$ cat config.mk
export PLATFORM = sky130hd
export DESIGN_NAME = utf8_text_detector
export DESIGN_NICKNAME = d
export VERILOG_FILES = /design/src/hw/rtl/u8td_pkg.sv /design/src/hw/rtl/u8td_core.sv /design/src/hw/rtl/u8td_out.sv /design/src/hw/rtl/utf8_text_detector.sv
export SDC_FILE = /design/constraint.sdc
export NUM_CORES = 1
export LEC_CHECK = 0
export ABC_CLOCK_PERIOD_IN_PS = 2800
export BUFFER_PORTS_ARGS = -buffer_cell sky130_fd_sc_hd__buf_2
export CAP_MARGIN = 20
export CORE_MARGIN = 8
export CORE_UTILIZATION = 30
export DETAILED_ROUTE_END_ITERATION = 10
export SETUP_SLACK_MARGIN = 0.05
export SYNTH_ARGS = -nofsm -noshare
export SYNTH_HDL_FRONTEND = slang
export SYNTH_SLANG_ARGS = --single-unit
$ cat constraint.sdc
create_clock -name clk -period 2.8 [get_ports clk]
set_clock_uncertainty 0.1 [all_clocks]
set_input_delay 0.42 -clock clk [delete_from_list [all_inputs] [get_ports clk]]
set_output_delay 0.42 -clock clk [all_outputs]
set_load 0.02 [all_outputs]
$ cat src/hw/rtl/u8td_pkg.sv
// Shared types and constants for the UTF-8 text detector.
// No dependencies; imported by every other file of the block.
package u8td_pkg;

  localparam logic [7:0] THRESHOLD_RESET = 8'd10;

  // Byte classification masks and patterns
  localparam logic [7:0] MASK_TOP   = 8'h80;
  localparam logic [7:0] MASK_CONT  = 8'hC0;
  localparam logic [7:0] PAT_CONT   = 8'h80;
  localparam logic [7:0] MASK_LEAD2 = 8'hE0;
  localparam logic [7:0] PAT_LEAD2  = 8'hC0;
  localparam logic [7:0] MASK_LEAD3 = 8'hF0;
  localparam logic [7:0] PAT_LEAD3  = 8'hE0;
  localparam logic [7:0] MASK_LEAD4 = 8'hF8;
  localparam logic [7:0] PAT_LEAD4  = 8'hF0;

  localparam logic [8:0] COUNT_MAX = 9'd259;

  typedef enum logic [1:0] {
    LATCH_UNDECIDED = 2'd0,
    LATCH_ACCEPT    = 2'd1,
    LATCH_REJECT    = 2'd2
  } latch_t;

  typedef struct packed {
    logic [7:0] text_byte;
    logic       last_byte;
  } item_t;

  typedef struct packed {
    logic load;
    logic is_utf8;
  } result_t;

endpackage

$ cat src/hw/rtl/u8td_core.sv
// Per-string scan state and the single-pass byte update of the detector.
// Depends on u8td_pkg.
module u8td_core
  import u8td_pkg::*;
(
  input  logic       clk,
  input  logic       rst_n,
  input  logic       advance,
  input  item_t      item,
  input  logic [7:0] threshold,
  output result_t    result
);

  logic [1:0] pend_r, pend_nxt;
  logic [2:0] seq_r, seq_nxt;
  logic [8:0] count_r, count_nxt;
  latch_t     latch_r, latch_nxt;
  logic [1:0] pend_dec;
  logic [8:0] count_sum;
  logic       verdict;

  assign pend_dec  = pend_r - 2'd1;
  assign count_sum = count_r + {6'd0, seq_r};

  always_comb begin
    pend_nxt  = pend_r;
    seq_nxt   = seq_r;
    count_nxt = count_r;
    latch_nxt = latch_r;
    if (latch_r == LATCH_UNDECIDED) begin
      if (pend_r != 2'd0) begin
        if ((item.text_byte & MASK_CONT) != PAT_CONT) begin
          latch_nxt = LATCH_REJECT;
        end else begin
          pend_nxt = pend_dec;
          if (pend_dec == 2'd0) begin
            count_nxt = count_sum;
            seq_nxt   = 3'd0;
            if (count_sum > {1'b0, threshold}) begin
              latch_nxt = LATCH_ACCEPT;
            end
          end
        end
      end else if ((item.text_byte & MASK_TOP) != 8'd0) begin
        if ((item.text_byte & MASK_LEAD2) == PAT_LEAD2) begin
          pend_nxt = 2'd1;
          seq_nxt  = 3'd2;
        end else if ((item.text_byte & MASK_LEAD3) == PAT_LEAD3) begin
          pend_nxt = 2'd2;
          seq_nxt  = 3'd3;
        end else if ((item.text_byte & MASK_LEAD4) == PAT_LEAD4) begin
          pend_nxt = 2'd3;
          seq_nxt  = 3'd4;
        end else begin
          latch_nxt = LATCH_REJECT;
        end
      end
    end
  end

  always_comb begin
    case (latch_nxt)
      LATCH_ACCEPT:    verdict = 1'b1;
      LATCH_REJECT:    verdict = 1'b0;
      LATCH_UNDECIDED: verdict = (pend_nxt == 2'd0) && (count_nxt != 9'd0);
      default:         verdict = 1'b0;
    endcase
  end

  assign result.load    = advance && item.last_byte;
  assign result.is_utf8 = verdict;

  // Clear everything after the last byte of a string
  always_ff @(posedge clk) begin
    if (!rst_n) begin
      pend_r  <= 2'd0;
      seq_r   <= 3'd0;
      count_r <= 9'd0;
      latch_r <= LATCH_UNDECIDED;
    end else if (advance) begin
      if (item.last_byte) begin
        pend_r  <= 2'd0;
        seq_r   <= 3'd0;
        count_r <= 9'd0;
        latch_r <= LATCH_UNDECIDED;
      end else begin
        pend_r  <= pend_nxt;
        seq_r   <= seq_nxt;
        count_r <= count_nxt;
        latch_r <= latch_nxt;
      end
    end
  end

`ifndef SYNTHESIS
  // The full length stays put while continuations count down, so it always
  // exceeds the number still expected
  a_seq_tracks_pend: assert property (@(posedge clk) disable iff (!rst_n)
    (pend_r != 2'd0) |-> (seq_r > {1'b0, pend_r}))
    else $error("sequence length out of step with pending continuations");

  a_seq_idle: assert property (@(posedge clk) disable iff (!rst_n)
    (pend_r == 2'd0) |-> (seq_r == 3'd0))
    else $error("sequence length left over with no sequence open");

  a_count_bound: assert property (@(posedge clk) disable iff (!rst_n)
    count_r <= COUNT_MAX)
    else $error("multibyte count beyond its bound");
`endif

endmodule

$ cat src/hw/rtl/u8td_out.sv
// Result register of the detector: holds one verdict until transferred.
// Depends on u8td_pkg.
module u8td_out
  import u8td_pkg::*;
(
  input  logic    clk,
  input  logic    rst_n,
  input  result_t result,
  output logic    free,
  output logic    out_valid,
  input  logic    out_ready,
  output logic    out_is_utf8
);

  logic out_valid_r, out_valid_nxt;
  logic is_utf8_r;

  assign free = !out_valid_r || out_ready;

  always_comb begin
    if (result.load) begin
      out_valid_nxt = 1'b1;
    end else if (out_ready) begin
      out_valid_nxt = 1'b0;
    end else begin
      out_valid_nxt = out_valid_r;
    end
  end

  always_ff @(posedge clk) begin
    if (!rst_n) begin
      out_valid_r <= 1'b0;
    end else begin
      out_valid_r <= out_valid_nxt;
    end
  end

  always_ff @(posedge clk) begin
    if (result.load) begin
      is_utf8_r <= result.is_utf8;
    end
  end

  assign out_valid   = out_valid_r;
  assign out_is_utf8 = is_utf8_r;

endmodule

$ cat src/hw/rtl/utf8_text_detector.sv
// Top level of the UTF-8 text detector: input register, threshold register,
// scan core and result register. Depends on u8td_pkg, u8td_core, u8td_out.
//
//  channel   ports                              direction  moves
//  in        in_valid/in_ready, in_text_byte,   input      one byte per transfer
//            in_last_byte
//  out       out_valid/out_ready, out_is_utf8   output     one verdict per string
//  cfg       cfg_we, cfg_wdata                  input      accept threshold write
//
// One byte per cycle unless a last byte waits on a full result register: a byte
// is held in the input register and the core's single-pass update moves it on.
// A verdict appears on out_valid at the edge that moves its last byte out of
// the input register; the result register frees in the cycle it is transferred.
// Input stalls only while a last byte waits on a full result register.
// Reset (rst_n low, synchronous) empties both registers, clears the scan
// state and sets the threshold to 10.
module utf8_text_detector
  import u8td_pkg::*;
(
  input  logic       clk,
  input  logic       rst_n,
  input  logic       in_valid,
  output logic       in_ready,
  input  logic [7:0] in_text_byte,
  input  logic       in_last_byte,
  output logic       out_valid,
  input  logic       out_ready,
  output logic       out_is_utf8,
  input  logic       cfg_we,
  input  logic [7:0] cfg_wdata
);

  logic       in_valid_r, in_valid_nxt;
  item_t      item_r;
  logic [7:0] threshold_r;
  logic       out_free;
  logic       advance;
  logic       in_xfer;
  result_t    result;

  // Advance the held byte unless it ends a string and the verdict slot is full
  assign advance  = in_valid_r && (!item_r.last_byte || out_free);
  assign in_ready = !in_valid_r || advance;
  assign in_xfer  = in_valid && in_ready;

  always_comb begin
    if (in_xfer) begin
      in_valid_nxt = 1'b1;
    end else if (advance) begin
      in_valid_nxt = 1'b0;
    end else begin
      in_valid_nxt = in_valid_r;
    end
  end

  always_ff @(posedge clk) begin
    if (!rst_n) begin
      in_valid_r <= 1'b0;
    end else begin
      in_valid_r <= in_valid_nxt;
    end
  end

  // Hold payload until the next transfer
  always_ff @(posedge clk) begin
    if (in_xfer) begin
      item_r.text_byte <= in_text_byte;
      item_r.last_byte <= in_last_byte;
    end
  end

  always_ff @(posedge clk) begin
    if (!rst_n) begin
      threshold_r <= THRESHOLD_RESET;
    end else if (cfg_we) begin
      threshold_r <= cfg_wdata;
    end
  end

  u8td_core u_core (
    .clk       (clk),
    .rst_n     (rst_n),
    .advance   (advance),
    .item      (item_r),
    .threshold (threshold_r),
    .result    (result)
  );

  u8td_out u_out (
    .clk         (clk),
    .rst_n       (rst_n),
    .result      (result),
    .free        (out_free),
    .out_valid   (out_valid),
    .out_ready   (out_ready),
    .out_is_utf8 (out_is_utf8)
  );

`ifndef SYNTHESIS
  a_last_gives_result: assert property (@(posedge clk) disable iff (!rst_n)
    (advance && item_r.last_byte) |=> out_valid)
    else $error("last byte moved on without a verdict");

  a_stall_only_when_held: assert property (@(posedge clk) disable iff (!rst_n)
    !in_ready |-> (in_valid_r && item_r.last_byte && out_valid && !out_ready))
    else $error("input stalled without a blocked verdict");
`endif

endmodule

* Yosys cells after proc, flatten, opt, wreduce, memory -nomap -nowiden
Index checks and enable logic that the tools add are counted.
** Operators by class
- Add/sub/neg operators :: 2
- Order comparisons :: 1
- Eq/ne operators :: 7
- Multiplexer cells :: 37
- Reductions and logical operators :: 22
** Operators by type and width (number)
- 9-bit 2-to-1 mux :: 5
- 2-bit 2-to-1 mux :: 18
- 3-bit 2-to-1 mux :: 9
- 9-bit by 3-bit adder with 9-bit output :: 1
- 9-bit by 8-bit greater-than comparator with 1-bit output :: 1
- 9-bit nonzero test :: 1
- 2-bit zero test :: 4
- 2-bit nonzero test :: 4
- 3-bit != test (second input constant) :: 2
- 6-bit AND reduction :: 1
- 5-bit == test (second input constant) :: 1
- 5-bit nonzero test :: 1
- 4-bit == test (second input constant) :: 1
- 1-bit logical AND :: 4
- 1-bit 2-to-1 mux :: 4
- 3-bit == test (second input constant) :: 1
- 1-bit zero test :: 3
- 1-bit logical OR :: 3
- 3-bit nonzero test :: 1
- 2-bit by 1-bit == test with 1-bit output (second input constant) :: 1
- 2-bit != test (second input constant) :: 1
- 1-bit one-hot mux with 2 select lines :: 1
- 2-bit by 1-bit subtractor with 2-bit output (second input constant) :: 1
** Storage, ports and cells
- Flip-flop bits (word level) :: 36
- Bits of input ports :: 22

* Longest topological paths before layout
- Word-level depth :: 10
- Mapped depth :: 12
- Gate-level depth less buffers :: 12

* Modules after synthesis
Synthesis repeated with hierarchy kept, for this count alone.
** Unflattened totals
- Cells, all modules :: 245
- Area, all modules :: 2202.1 µm²
** Modules (own cells, without submodules)
- u8td_core :: times used 1, cells each 199, area an instance 1500.2 µm², sequential area each 320.3 µm²
- utf8_text_detector :: times used 1, cells each 41, area an instance 623.1 µm², sequential area each 450.4 µm²
- u8td_out :: times used 1, cells each 5, area an instance 78.8 µm², sequential area each 50.0 µm²

* Least setup slack after synthesis
OpenSTA, ideal clock, no wires.
- Path kind :: reg2reg
- Start point :: register u_core.count_r[0]
- End point :: register u_out.is_utf8_r (netlist: u_out.out_is_utf8) (data pin)
- Arrival time :: 2.389 ns
- Required time :: 2.444 ns
- Path slack :: 0.055 ns
- Cell stages (with the launch flop) :: 13
- Cell sequence :: dfxtp_1 -> ha_1 -> fa_1 -> a21o_1 -> nand2_1 -> xnor2_1 -> ha_1 -> and3_1 -> o21ai_0 -> a31oi_1 -> o22ai_1 -> a31oi_1 -> o211a_1
** On the way
- Cells in the longest elaborated chain, start to end :: 9
- Elaborated cells between the ends (all ways) :: 16
** RTL lines
- start: declaration :: RTL line u8td_core.sv:16 : logic [8:0] count_r, count_nxt;
- start signal: assignment :: RTL line u8td_core.sv:89 : count_r <= count_nxt;
- 9-bit by 3-bit adder with 9-bit output :: RTL line u8td_core.sv:23 : assign count_sum = count_r + {6'd0, seq_r};
- 9-bit by 8-bit greater-than comparator with 1-bit output :: RTL line u8td_core.sv:39 : if (count_sum > {1'b0, threshold}) begin
- 2-bit 2-to-1 mux :: RTL line u8td_core.sv:39
- 2-bit 2-to-1 mux :: RTL line u8td_core.sv:36 : if (pend_dec == 2'd0) begin
- 2-bit 2-to-1 mux :: RTL line u8td_core.sv:32 : if ((item.text_byte & MASK_CONT) != PAT_CONT) begin
- 2-bit 2-to-1 mux :: RTL line u8td_core.sv:31 : if (pend_r != 2'd0) begin
- 2-bit 2-to-1 mux :: RTL line u8td_core.sv:30 : if (latch_r == LATCH_UNDECIDED) begin
- 2-bit by 1-bit == test with 1-bit output or 2-bit zero test (tied branches) :: RTL line u8td_core.sv:62 : case (latch_nxt)
- 1-bit one-hot mux with 2 select lines (*) :: RTL line u8td_core.sv:62
- net u_core.verdict :: RTL line u8td_core.sv:20 : logic verdict;
- end signal: assignment :: RTL line u8td_out.sv:40 : is_utf8_r <= result.is_utf8;
- end: declaration :: RTL line u8td_out.sv:16 : logic is_utf8_r;
The timed path passes the listed nets; every way through them passes the cells marked *.
A chain may end at the register's enable or synchronous reset.

* Worst setup path after layout
- Start point :: register u_core.seq_r[1]
- End point :: register u_out.is_utf8_r (netlist: u_out.out_is_utf8) (data pin)
** On the way
- Cells in the longest elaborated chain, start to end :: 9
- Elaborated cells between the ends (all ways) :: 16
** RTL lines
- start: declaration :: RTL line u8td_core.sv:15 : logic [2:0] seq_r, seq_nxt;
- start signal: assignment :: RTL line u8td_core.sv:88 : seq_r <= seq_nxt;
- 9-bit by 3-bit adder with 9-bit output (*) :: RTL line u8td_core.sv:23
- 9-bit by 8-bit greater-than comparator with 1-bit output :: RTL line u8td_core.sv:39
- 2-bit 2-to-1 mux :: RTL line u8td_core.sv:39
- 2-bit 2-to-1 mux :: RTL line u8td_core.sv:36
- 2-bit 2-to-1 mux :: RTL line u8td_core.sv:32
- 2-bit 2-to-1 mux :: RTL line u8td_core.sv:31
- 2-bit 2-to-1 mux :: RTL line u8td_core.sv:30
- 2-bit by 1-bit == test with 1-bit output or 2-bit zero test (tied branches) :: RTL line u8td_core.sv:62
- 1-bit one-hot mux with 2 select lines (*) :: RTL line u8td_core.sv:62
- net u_core.verdict :: RTL line u8td_core.sv:20
Marked as above.

==> metrics.txt <==
IO Pins=25; Worst-Margin Slew=0.685 ns; FF/Latch Area=739 um2; first-pass GRT wire length=8540 um; P&R area growth vs syn=27.6%; # setup viols final=1; vias post-DR=1825; synthesis warning total=0; Power Dens Cells=405 mW/mm2; Post-synth ARST share=0; failing checks=setup timing; WP data required=2.74 ns; CTS Buf Count=5; Core Region=0.00683 mm2; leakage=1.14 nW; Design Power=1.09 mW; Fmax=0.356 GHz; Slew Viols, Final=0; Slew headroom=0.540; GP Congestion=0.786; total of max-cap violations=0; DRC Markers=0; Clk Tree Root Cell=clkbuf_8; initial antenna violation count=0; register area share after synthesis=0.345; DP Cell Count=361; Critical Path AT=2.75 ns; CP Cell Sequence=ha_4 -> a211oi_2 -> buf_4 -> or3_4 -> buf_6 -> xnor2_2 -> ha_1 -> nand3_2 -> o22ai_2 -> a31oi_2 -> o211a_1; Die Width=100 um; design area=0.00270 mm2; area of the multi-input gates=0.00137 mm2; Iter 0 DRT Violations=80; Cells after Synth=235; worst min-delay path class=input port to flop; Final Util=0.396; CP max stage delay=0.39 ns; die height=100 um; Netlist Area Pre-Place=0.00212 mm2; CP endpoint kind=flop; post-synthesis cell type count=56; Seq cells post-synth=33; grt total ovfl=0; number of global-route vias before repair=1850; clock buffer depth=2; clk slew on worst S/H paths=0.07 ns; CP startpoint kind=flop; ant diodes=0; H-tree depth=2; post-route ant nets=0; Hold Buf Count CTS=0; Post-synth EDFFs=7; HPWL after detailed placement=3590 um; Rows=30; RSZ-0062 raised after global routing=true; Tmin final=2.81 ns; placed cell areas=0.00243 mm2; Main synth FF type=dfxtp_1; final cycle utilization of the critical path=1.00; vias per cell=4.88; post-route setup slack=-0.00788 ns; Fin. Hold Viols=0; Worst-Skew Late Latency=0.28 ns; syn avg cell area=9.01 um2; Max Fanout on Critical Path=3; fill count=723; die area=0.0100 mm2; Starting Density=0.310; CTS tree=built; average wire per standard cell=13.3 um; port bufs=21; CP Class=flop to flop; post-detailed-routing wire length=4980 um; CP max-delay cell=or3_4; drt pass-1 iters=4; net count after synthesis=271; final std cells w/o fill=374; share of cells above drive strength 1=0.288; Layout Nets=313; clk sinks=33; largest net degree at the start of global routing=27; status=finished with violations; maximum VDD drop=263 uV; Total GRT Usage=0.103
## cell families after synthesis
kind of cell | share of synthesized area
xor gates and xnor gates | 0.0372
and+or+nand+nor | 0.233
adders and majority gates | 0.0862
DFF | 0.345
buffers and inverters | 0.0585
AOI/OAI and AO/OA | 0.197
muxes | 0.0425
## repair_timing
action / in CTS / in global routing
buffers inserted: 3 / 2
pin swaps: 11 / 16
setup endpoints to repair: 2 / 2
gates resized for setup: 9 / 19
## cells in the mapped netlist, drive strengths merged (3+ instances only)
master	instances	area, um2
a21boi	6	45.1
a22oi	3	22.5
xor2	5	43.8
o21ai	14	70.1
mux2i	9	90.1
nor2	11	41.3
edfxtp	7	210
dfxtp	26	521
buf	4	27.5
and2	9	57.6
nand2	19	71.3
ha	13	163
nor3	5	36.3
inv	17	63.8
a21o	4	30.0
nor2b	16	108
o22ai	5	31.3
xnor2	4	35.0
a21oi	6	30.0
nand3	7	35.0
clkbuf	6	32.5
a31oi	6	37.5
## final timing paths
kind	from	cells after the start	slack (ns)	to
setup / recovery	u_core.seq_r[1]	11	-0.008	u_out.out_is_utf8
hold / removal	in_text_byte[6]	1	0.21	item_r[7]
setup reg to reg	u_core.seq_r[1]	11	-0.008	u_out.out_is_utf8
hold reg to reg	threshold_r[3]	2	0.40	threshold_r[3]
## stage by stage
step | hold slack [ns] | setup slack, ns | TNS, ns
after global placement | 0.385 | -0.121 | -0.121
after floorplan | 0.361 | 0.0552 | 0
after detailed placement | 0.386 | -0.133 | -0.133
after CTS | 0.201 | 0.00525 | 0
final | 0.207 | -0.00788 | -0.00788
after global routing | 0.194 | -0.0937 | -0.109
## flip-flops by register name, indices dropped and copies added, names as in the netlist
signal / flops
u_core.seq_r: 3
in_valid_r: 1
threshold_r: 8
u_core.latch_r: 2
u_out.out_is_utf8: 1
u_core.pend_r: 2
u_core.count_r: 9
u_out.out_valid: 1
item_r: 6
## power breakdown
group	internal (mW)	switching (mW)	total (mW)
Sequential	0.499	0.0129	0.512
Combinational	0.0473	0.0583	0.106
Clock	0.290	0.185	0.476
Total	0.837	0.257	1.09
## layer usage
metal / GRT usage / share of wire / up-vias
li1: - / - / 931
met1: 0.126 / 0.48 / 858
met2: 0.170 / 0.48 / 29
met3: 0.0180 / 0.022 / 7
met4: 0.0512 / 0.022 / 0
met5: 0 / 0 / -
## critical path: cells and delay by family, from the launching register on
| family | cells | cell delay, ns |
|---|---|---|
| fa+ha+maj | 2 | 0.56 |
| xor+xnor | 1 | 0.12 |
| buf+inv | 2 | 0.27 |
| flops | 1 | 0.36 |
| simple gates | 2 | 0.50 |
| compound gates | 4 | 0.65 |
## final cells by class
class / instances / area share
clock inverters: 1 / 0.0111
repair buffers: 45 / 0.110
well taps: 96 / 0.0444
multi-input cells: 175 / 0.506
inverters: 17 / 0.0236
flip-flops and latches: 33 / 0.274
clock buffers: 7 / 0.0319
## placed cells by master (no fill, tap or decap), types with 3 or more instances in the layout
master     n
xnor2_1    3
nor3_1     4
edfxtp_1   7
ha_1      11
nor2_1    10
and2_1     8
o21ai_0   12
a21o_1     4
a21boi_0   5
a21oi_1    5
inv_1     17
a31oi_1    4
nand3_1    6
buf_4     21
a22oi_1    3
buf_6      3
mux2i_1    9
dfxtp_1   23
clkbuf_8   6
nand2_1   18
nor2b_1   15
buf_2     21
xor2_1     4
o22ai_1    4
Note: power is estimated with default switching activity, not from simulation.
